==> src/hw/rtl/mtsv_pkg.sv <==
// mtsv_pkg: parser state codes, byte classes and the step result type
// for the media type stream validator. no dependencies.
`default_nettype none

package mtsv_pkg;

	typedef enum logic [3:0] {
		ST_LEAD = 4'd0,
		ST_TYPE = 4'd1,
		ST_SUB0 = 4'd2,
		ST_SUB  = 4'd3,
		ST_TAIL = 4'd4,
		ST_NWS  = 4'd5,
		ST_NAME = 4'd6,
		ST_EQWS = 4'd7,
		ST_VWS  = 4'd8,
		ST_VTOK = 4'd9,
		ST_QSTR = 4'd10,
		ST_QESC = 4'd11,
		ST_ERR  = 4'd12
	} parse_state_t;

	localparam logic [7:0] CH_HTAB  = 8'h09;
	localparam logic [7:0] CH_SPACE = 8'h20;
	localparam logic [7:0] CH_DQUOT = 8'h22;
	localparam logic [7:0] CH_SLASH = 8'h2f;
	localparam logic [7:0] CH_SEMI  = 8'h3b;
	localparam logic [7:0] CH_EQ    = 8'h3d;
	localparam logic [7:0] CH_BSL   = 8'h5c;
	localparam logic [7:0] CH_DEL   = 8'h7f;
	localparam logic [7:0] CASE_BIT = 8'h20;

	typedef struct packed {
		logic         emit;
		logic [7:0]   norm_byte;
		logic         accepted;
		parse_state_t next;
	} step_res_t;

	function automatic logic is_upper(input logic [7:0] c);
		return (c >= 8'h41) && (c <= 8'h5a);
	endfunction

	function automatic logic tok_byte(input logic [7:0] c);
		logic alnum;
		logic mark;
		alnum = ((c >= 8'h30) && (c <= 8'h39)) || ((c >= 8'h61) && (c <= 8'h7a))
			|| is_upper(c);
		// ! # $ % & ' * + - . ^ _ ` | ~
		mark = (c == 8'h21) || (c == 8'h23) || (c == 8'h24) || (c == 8'h25)
			|| (c == 8'h26) || (c == 8'h27) || (c == 8'h2a) || (c == 8'h2b)
			|| (c == 8'h2d) || (c == 8'h2e) || (c == 8'h5e) || (c == 8'h5f)
			|| (c == 8'h60) || (c == 8'h7c) || (c == 8'h7e);
		return alnum || mark;
	endfunction

	function automatic logic ws_byte(input logic [7:0] c);
		return (c == CH_SPACE) || (c == CH_HTAB);
	endfunction

	function automatic logic bad_ctl(input logic [7:0] c);
		return ((c < CH_SPACE) && (c != CH_HTAB)) || (c == CH_DEL);
	endfunction

	function automatic logic [7:0] lower_byte(input logic [7:0] c);
		return is_upper(c) ? (c | CASE_BIT) : c;
	endfunction

endpackage

`default_nettype wire

==> src/hw/rtl/mtsv_stream_if.sv <==
// mtsv_in_if / mtsv_out_if: valid/ready channels for raw bytes and results
// of the media type stream validator. no dependencies.
`default_nettype none

interface mtsv_in_if;
	logic       valid;
	logic       ready;
	logic [7:0] in_byte;
	logic       last;

	modport source (output valid, output in_byte, output last, input ready);
	modport sink (input valid, input in_byte, input last, output ready);
endinterface

interface mtsv_out_if;
	logic       valid;
	logic       ready;
	logic       emit;
	logic [7:0] norm_byte;
	logic       done_res;
	logic       accepted;

	modport source (output valid, output emit, output norm_byte, output done_res,
		output accepted, input ready);
	modport sink (input valid, input emit, input norm_byte, input done_res,
		input accepted, output ready);
endinterface

`default_nettype wire

==> src/hw/rtl/mtsv_step.sv <==
// mtsv_step: one grammar step of the media type parser, combinational.
// depends on mtsv_pkg.
`default_nettype none

module mtsv_step
	import mtsv_pkg::*;
(
	input  parse_state_t state,
	input  logic [7:0]   in_byte,
	input  logic         last,
	output step_res_t    res
);

	logic tok;
	logic ws;

	assign tok = tok_byte(in_byte);
	assign ws  = ws_byte(in_byte);

	always_comb begin
		res.emit      = 1'b0;
		res.norm_byte = 8'h00;
		res.next      = ST_ERR;
		unique case (state)
			ST_LEAD: begin
				if (ws) begin
					res.next = ST_LEAD;
				end else if (tok) begin
					res.next      = ST_TYPE;
					res.emit      = 1'b1;
					res.norm_byte = lower_byte(in_byte);
				end
			end
			ST_TYPE: begin
				if (tok) begin
					res.next      = ST_TYPE;
					res.emit      = 1'b1;
					res.norm_byte = lower_byte(in_byte);
				end else if (in_byte == CH_SLASH) begin
					res.next      = ST_SUB0;
					res.emit      = 1'b1;
					res.norm_byte = CH_SLASH;
				end
			end
			ST_SUB0: begin
				if (tok) begin
					res.next      = ST_SUB;
					res.emit      = 1'b1;
					res.norm_byte = lower_byte(in_byte);
				end
			end
			ST_SUB: begin
				if (tok) begin
					res.next      = ST_SUB;
					res.emit      = 1'b1;
					res.norm_byte = lower_byte(in_byte);
				end else if (ws) begin
					res.next = ST_TAIL;
				end else if (in_byte == CH_SEMI) begin
					res.next = ST_NWS;
				end
			end
			ST_TAIL: begin
				if (ws) res.next = ST_TAIL;
				else if (in_byte == CH_SEMI) res.next = ST_NWS;
			end
			ST_NWS: begin
				if (ws) res.next = ST_NWS;
				else if (tok) res.next = ST_NAME;
			end
			ST_NAME: begin
				if (tok) res.next = ST_NAME;
				else if (ws) res.next = ST_EQWS;
				else if (in_byte == CH_EQ) res.next = ST_VWS;
			end
			ST_EQWS: begin
				if (ws) res.next = ST_EQWS;
				else if (in_byte == CH_EQ) res.next = ST_VWS;
			end
			ST_VWS: begin
				if (ws) res.next = ST_VWS;
				else if (in_byte == CH_DQUOT) res.next = ST_QSTR;
				else if (tok) res.next = ST_VTOK;
			end
			ST_VTOK: begin
				if (tok) res.next = ST_VTOK;
				else if (ws) res.next = ST_TAIL;
				else if (in_byte == CH_SEMI) res.next = ST_NWS;
			end
			ST_QSTR: begin
				if (in_byte == CH_DQUOT) res.next = ST_TAIL;
				else if (in_byte == CH_BSL) res.next = ST_QESC;
				else if (!bad_ctl(in_byte)) res.next = ST_QSTR;
			end
			ST_QESC: begin
				if (!bad_ctl(in_byte)) res.next = ST_QSTR;
			end
			default: begin
				// error state and unused codes stay in error
				res.next = ST_ERR;
			end
		endcase
		res.accepted = last
			&& ((res.next == ST_SUB) || (res.next == ST_TAIL) || (res.next == ST_VTOK));
	end

endmodule

`default_nettype wire

==> src/hw/rtl/media_type_stream_validator_top.sv <==
// Media type stream validator. Takes one header byte per request and
// gives one result per byte: the lowercased type, '/' and subtype bytes
// as they arrive, and on the byte marked last an accept or reject verdict,
// after which the parser is back at its start. Bytes emitted before a
// reject are to be dropped by the user. The block takes one byte every
// cycle while its results are taken; a byte is registered, stepped
// through the grammar against the single state register and its result
// registered in turn. The state register loop is the only feedback.
// depends on mtsv_pkg, mtsv_stream_if and mtsv_step.
`default_nettype none

module media_type_stream_validator_top
	import mtsv_pkg::*;
(
	input  logic       clk,
	input  logic       arst_n,
	mtsv_in_if.sink    text,
	mtsv_out_if.source result
);

	logic         valid_s1;
	logic [7:0]   byte_s1;
	logic         last_s1;

	logic         valid_s2;
	logic         emit_s2;
	logic [7:0]   norm_s2;
	logic         done_s2;
	logic         acc_s2;

	parse_state_t state_q;
	step_res_t    step;
	logic         adv_s1;
	logic         take_in;

	assign adv_s1     = valid_s1 && (!valid_s2 || result.ready);
	assign text.ready = !valid_s1 || adv_s1;
	assign take_in    = text.valid && text.ready;

	mtsv_step u_step (
		.state   (state_q),
		.in_byte (byte_s1),
		.last    (last_s1),
		.res     (step)
	);

	always_ff @(posedge clk or negedge arst_n) begin
		if (!arst_n) begin
			valid_s1 <= 1'b0;
			valid_s2 <= 1'b0;
			state_q  <= ST_LEAD;
		end else begin
			if (take_in) valid_s1 <= 1'b1;
			else if (adv_s1) valid_s1 <= 1'b0;

			if (adv_s1) valid_s2 <= 1'b1;
			else if (result.ready) valid_s2 <= 1'b0;

			if (adv_s1) state_q <= last_s1 ? ST_LEAD : step.next;
		end
	end

	always_ff @(posedge clk) begin
		if (take_in) begin
			byte_s1 <= text.in_byte;
			last_s1 <= text.last;
		end
		if (adv_s1) begin
			emit_s2 <= step.emit;
			norm_s2 <= step.norm_byte;
			done_s2 <= last_s1;
			acc_s2  <= step.accepted;
		end
	end

	assign result.valid     = valid_s2;
	assign result.emit      = emit_s2;
	assign result.norm_byte = norm_s2;
	assign result.done_res  = done_s2;
	assign result.accepted  = acc_s2;

endmodule

`default_nettype wire

==> src/flat_wrapper.sv <==
// flat-port wrapper written by rule: the top's interface ports become plain ports
module media_type_stream_validator_top_flat import mtsv_pkg::*;
  (clk, arst_n, text_valid, text_in_byte, text_last, text_ready, result_valid, result_emit, result_norm_byte, result_done_res, result_accepted, result_ready);
  mtsv_in_if text_i ();
  mtsv_out_if result_i ();
  input  logic clk;
  input  logic arst_n;
  input wire logic [$bits(text_i.valid)-1:0] text_valid;
  input wire logic [$bits(text_i.in_byte)-1:0] text_in_byte;
  input wire logic [$bits(text_i.last)-1:0] text_last;
  output wire logic [$bits(text_i.ready)-1:0] text_ready;
  output wire logic [$bits(result_i.valid)-1:0] result_valid;
  output wire logic [$bits(result_i.emit)-1:0] result_emit;
  output wire logic [$bits(result_i.norm_byte)-1:0] result_norm_byte;
  output wire logic [$bits(result_i.done_res)-1:0] result_done_res;
  output wire logic [$bits(result_i.accepted)-1:0] result_accepted;
  input wire logic [$bits(result_i.ready)-1:0] result_ready;
  assign text_i.valid = text_valid;
  assign text_i.in_byte = text_in_byte;
  assign text_i.last = text_last;
  assign text_ready = text_i.ready;
  assign result_valid = result_i.valid;
  assign result_emit = result_i.emit;
  assign result_norm_byte = result_i.norm_byte;
  assign result_done_res = result_i.done_res;
  assign result_accepted = result_i.accepted;
  assign result_i.ready = result_ready;
  media_type_stream_validator_top u_core (.clk(clk), .arst_n(arst_n), .text(text_i), .result(result_i));
endmodule
==> config.mk <==
export PLATFORM = sky130hd
export DESIGN_NAME = media_type_stream_validator_top_flat
export DESIGN_NICKNAME = d
export VERILOG_FILES = /design/src/hw/rtl/mtsv_pkg.sv /design/src/hw/rtl/mtsv_stream_if.sv /design/src/hw/rtl/mtsv_step.sv /design/src/hw/rtl/media_type_stream_validator_top.sv /design/src/flat_wrapper.sv
export SDC_FILE = /design/constraint.sdc
export NUM_CORES = 1
export LEC_CHECK = 0
export ABC_CLOCK_PERIOD_IN_PS = 3000
export BUFFER_PORTS_ARGS = -buffer_cell sky130_fd_sc_hd__buf_4
export CAP_MARGIN = 15
export CORE_MARGIN = 1.5
export CORE_UTILIZATION = 45
export CTS_CLUSTER_DIAMETER = 200
export DETAILED_ROUTE_END_ITERATION = 12
export PLACE_DENSITY = 0.77
export SYNTH_ARGS = -nofsm -noshare
export SYNTH_HDL_FRONTEND = slang
export SYNTH_SLANG_ARGS = --single-unit
==> constraint.sdc <==
create_clock -name clk -period 3 [get_ports clk]
set_clock_uncertainty 0.1 [all_clocks]
set_input_delay 0.9 -clock clk [delete_from_list [all_inputs] [get_ports clk]]
set_output_delay 0.9 -clock clk [all_outputs]
set_load 0.02 [all_outputs]
==> results.py <==
metrics = {
    "status": {
        "status": "finished, final reports clean",
    },
    "cells_and_area": {
        "syn_to_final_growth_pct": 12.2,
        "layout_common_cells": "buf_4, edfxtp_1, nor2_1",
        "final_common_cell": "buf_4",
        "utilization_pct": 52.9,
        "fill_cells": 351,
        "layout-drive-gt1-share_pct": 22.7,
        "seqCellArea_um2": 751,
        "multi_input_area_um2": 892,
        "nNetsFinal": 199,
        "antenna_cells": 0,
    },
    "drt": {
        "drt_iter0_drc": 77,
        "dr.pass1.iters": 4,
        "ant_nets": 0,
        "routed_wl_mm": 3.80,
        "num_vias": 1456,
        "drc": 0,
        "viasPerCell": 6.25,
        "wl_met2_mm": 1.84,
        "avgRoutedWirePerCell_um": 16.3,
        "drt-met1-wl_mm": 1.59,
        "dr_wl_met3_um": 253,
        "highest_layer": "met4",
    },
    "placed_design": {
        "place_congestion": 0.908,
        "hpwl_mm": 2.73,
        "post-place-ws_ps": 556,
        "port_buffers": 25,
    },
    "logic_synthesis": {
        "yosys_warnings": 0,
        "synth_cell_types": 59,
        "ys_seq_area_share_pct": 43.2,
        "async_reset_ff_share_pct": 23.1,
        "ys_ff_latch": 26,
        "synth_edf_count": 20,
        "syn_area_per_cell_um2": 10.4,
        "synth-main-ff-cell": "edfxtp_1",
        "syn_area_um2": 1740,
        "synth_nets": 180,
        "synth_cells": 167,
    },
    "global_routing": {
        "grt_pass1_vias": 1300,
        "antenna_found_initial": 0,
        "grt_usage_pct": 18.6,
        "grt-ovfl-total": 0,
        "grt_max_degree": 18,
        "grt_pass1_wl_mm": 6.03,
    },
    "timing": {
        "min_period_over_period_pct": 84.6,
        "fin_tns_setup_ps": 0,
        "final.min_clock_period_ps": 2540,
        "setup_ws_ps": 462,
        "final_max_slew_viol_count": 0,
        "setup_viol_count_final": 0,
        "hold_viol_final": 0,
        "max_slew_margin_pct": 63.9,
        "fmax_ghz": 0.394,
        "rsz0062_at_grt": "no",
        "worst_slew_pin_slew_ps": 542,
        "holdWs_ps": 306,
    },
    "cts": {
        "cts-resized-gates": 0,
        "h-tree-depth": 1,
        "clkTransAtPathRegs_ps": 90,
        "clock-sinks": 26,
        "cts_inserted_buffers": 3,
        "post_cts_buffers": 0,
        "clockBufferDepth": 2,
        "cts_tree": "done",
        "cts_hold_buf": 0,
        "clock_latency_ps": 280,
        "cts_root_buf": "clkbuf_8",
    },
    "floorplanning": {
        "die_area_um2": 4240,
        "coreArea_um2": 3690,
        "io_pins": 26,
        "rows": 22,
        "start_util_pct": 47.1,
        "fp.dieH_um": 65.1,
        "die_w_um": 65.1,
    },
    "hold_path": {
        "hp-class": "primary input to async pin",
    },
    "setup_path": {
        "regToRegEndpoint": "u_core.result.accepted",
        "rrSetupSlack_ps": 460,
        "cp.arrival_ps": 2540,
        "reg2reg_from": "u_core.byte_s1[0]",
        "worst-setup-path-type": "register to register",
        "critPathRequiredTime_ps": 3010,
        "startpoint_type": "register",
        "crit_fanout": 16,
        "cp-end-kind": "register",
        "reg2regPathDepth": 6,
        "startpoint": "u_core.byte_s1[0]",
    },
    "pwr": {
        "p_sw_share_pct": 33.7,
        "clkPwrFrac_pct": 20.8,
        "powerDensity_nw_per_um2": 499,
        "vdd_drop_max_v": 0.000258,
        "pwr-share-seq_pct": 52.0,
        "switching_power_mw": 0.329,
        "comb_power_share_pct": 27.2,
        "p_leak_nw": 0.776,
        "intPower_mw": 0.645,
    },
    "flow_run": {
        "cap_violations": 0,
    },
}
==> Yosys cell counts, types with 3 or more instances <==
cell type | n | area share (%)
a21oi_1 | 3 | 0.86
nor2b_1 | 5 | 1.8
nor3b_1 | 4 | 1.7
buf_2 | 4 | 1.2
a21o_1 | 8 | 3.5
nand2b_1 | 4 | 1.4
o2111ai_1 | 3 | 1.5
a22o_1 | 3 | 1.5
nand3b_1 | 3 | 1.3
edfxtp_1 | 20 | 35
o211ai_1 | 3 | 1.3
nand3_1 | 5 | 1.4
nand2_1 | 7 | 1.5
buf_6 | 4 | 2.6
dfrtp_1 | 6 | 8.6
nand4_1 | 5 | 1.8
o21ai_0 | 6 | 1.7
nor3_1 | 3 | 0.86
nor2_1 | 12 | 2.6
inv_1 | 4 | 0.86
a31oi_1 | 5 | 1.8
and2_1 | 7 | 2.5
==> per-layer routing <==
metal	track usage [%]	up-vias
met5	0	-
met4	8.85	0
met3	3.25	11
met2	32.6	80
met1	22.1	682
li1	-	683
==> how the worst max path moves through the flow <==
stage,to,slack (ps),cells after the start
finish,u_core.result.accepted,460,6
CTS,u_core.result.accepted,520,6
global route,u_core.result.accepted,320,6
detailed placement,u_core.result.accepted,560,6
floorplan,text_ready,820,1
global placement,text_ready,640,3
==> power by group through the flow <==
stage                     Sequential, mW  Clock [mW]  Combinational, mW
after floorplan                    0.488           0              0.208
after global placement             0.511           0              0.257
after detailed placement           0.511           0              0.260
after CTS                          0.503       0.206              0.263
after global routing               0.513       0.218              0.288
final                              0.507       0.203              0.265
==> worst max-delay path, cell delays in order, from the launching register on <==
cell and delay (ps):
edfxtp_1 610, and3b_1 300, o211ai_2 420, a31oi_1 220, a211oi_1 350, o2111ai_1 160
o31ai_2 200
==> per-stage QoR <==
| stage | instances | area [um2] | total power, mW |
|---|---|---|---|
| 3_3_place_gp | 229 | 1910 | 0.768 |
| 6_report | 233 | 1950 | 0.974 |
| 5_1_grt | 233 | 1950 | 1.02 |
| 3_5_place_dp | 229 | 1910 | 0.771 |
| 4_1_cts | 233 | 1950 | 0.972 |
| 2_1_floorplan | 167 | 1740 | 0.697 |
==> cells by family after synthesis <==
group / synth area share [%]
compound gates: 25.2
buf+inv: 5.47
flops: 43.2
mux: 1.22
other cells: 0.216
simple gates: 24.7
==> final cells by class <==
cell class / instances / area share [%]
well taps: 48 / 3.08
inverters: 4 / 0.770
repair buffers: 25 / 9.62
clock inverters: 1 / 0.192
flip-flops and latches: 26 / 38.5
clock buffers: 3 / 2.12
multi-input cells: 126 / 45.7
No activity file was read; power rests on OpenSTA's default activity.
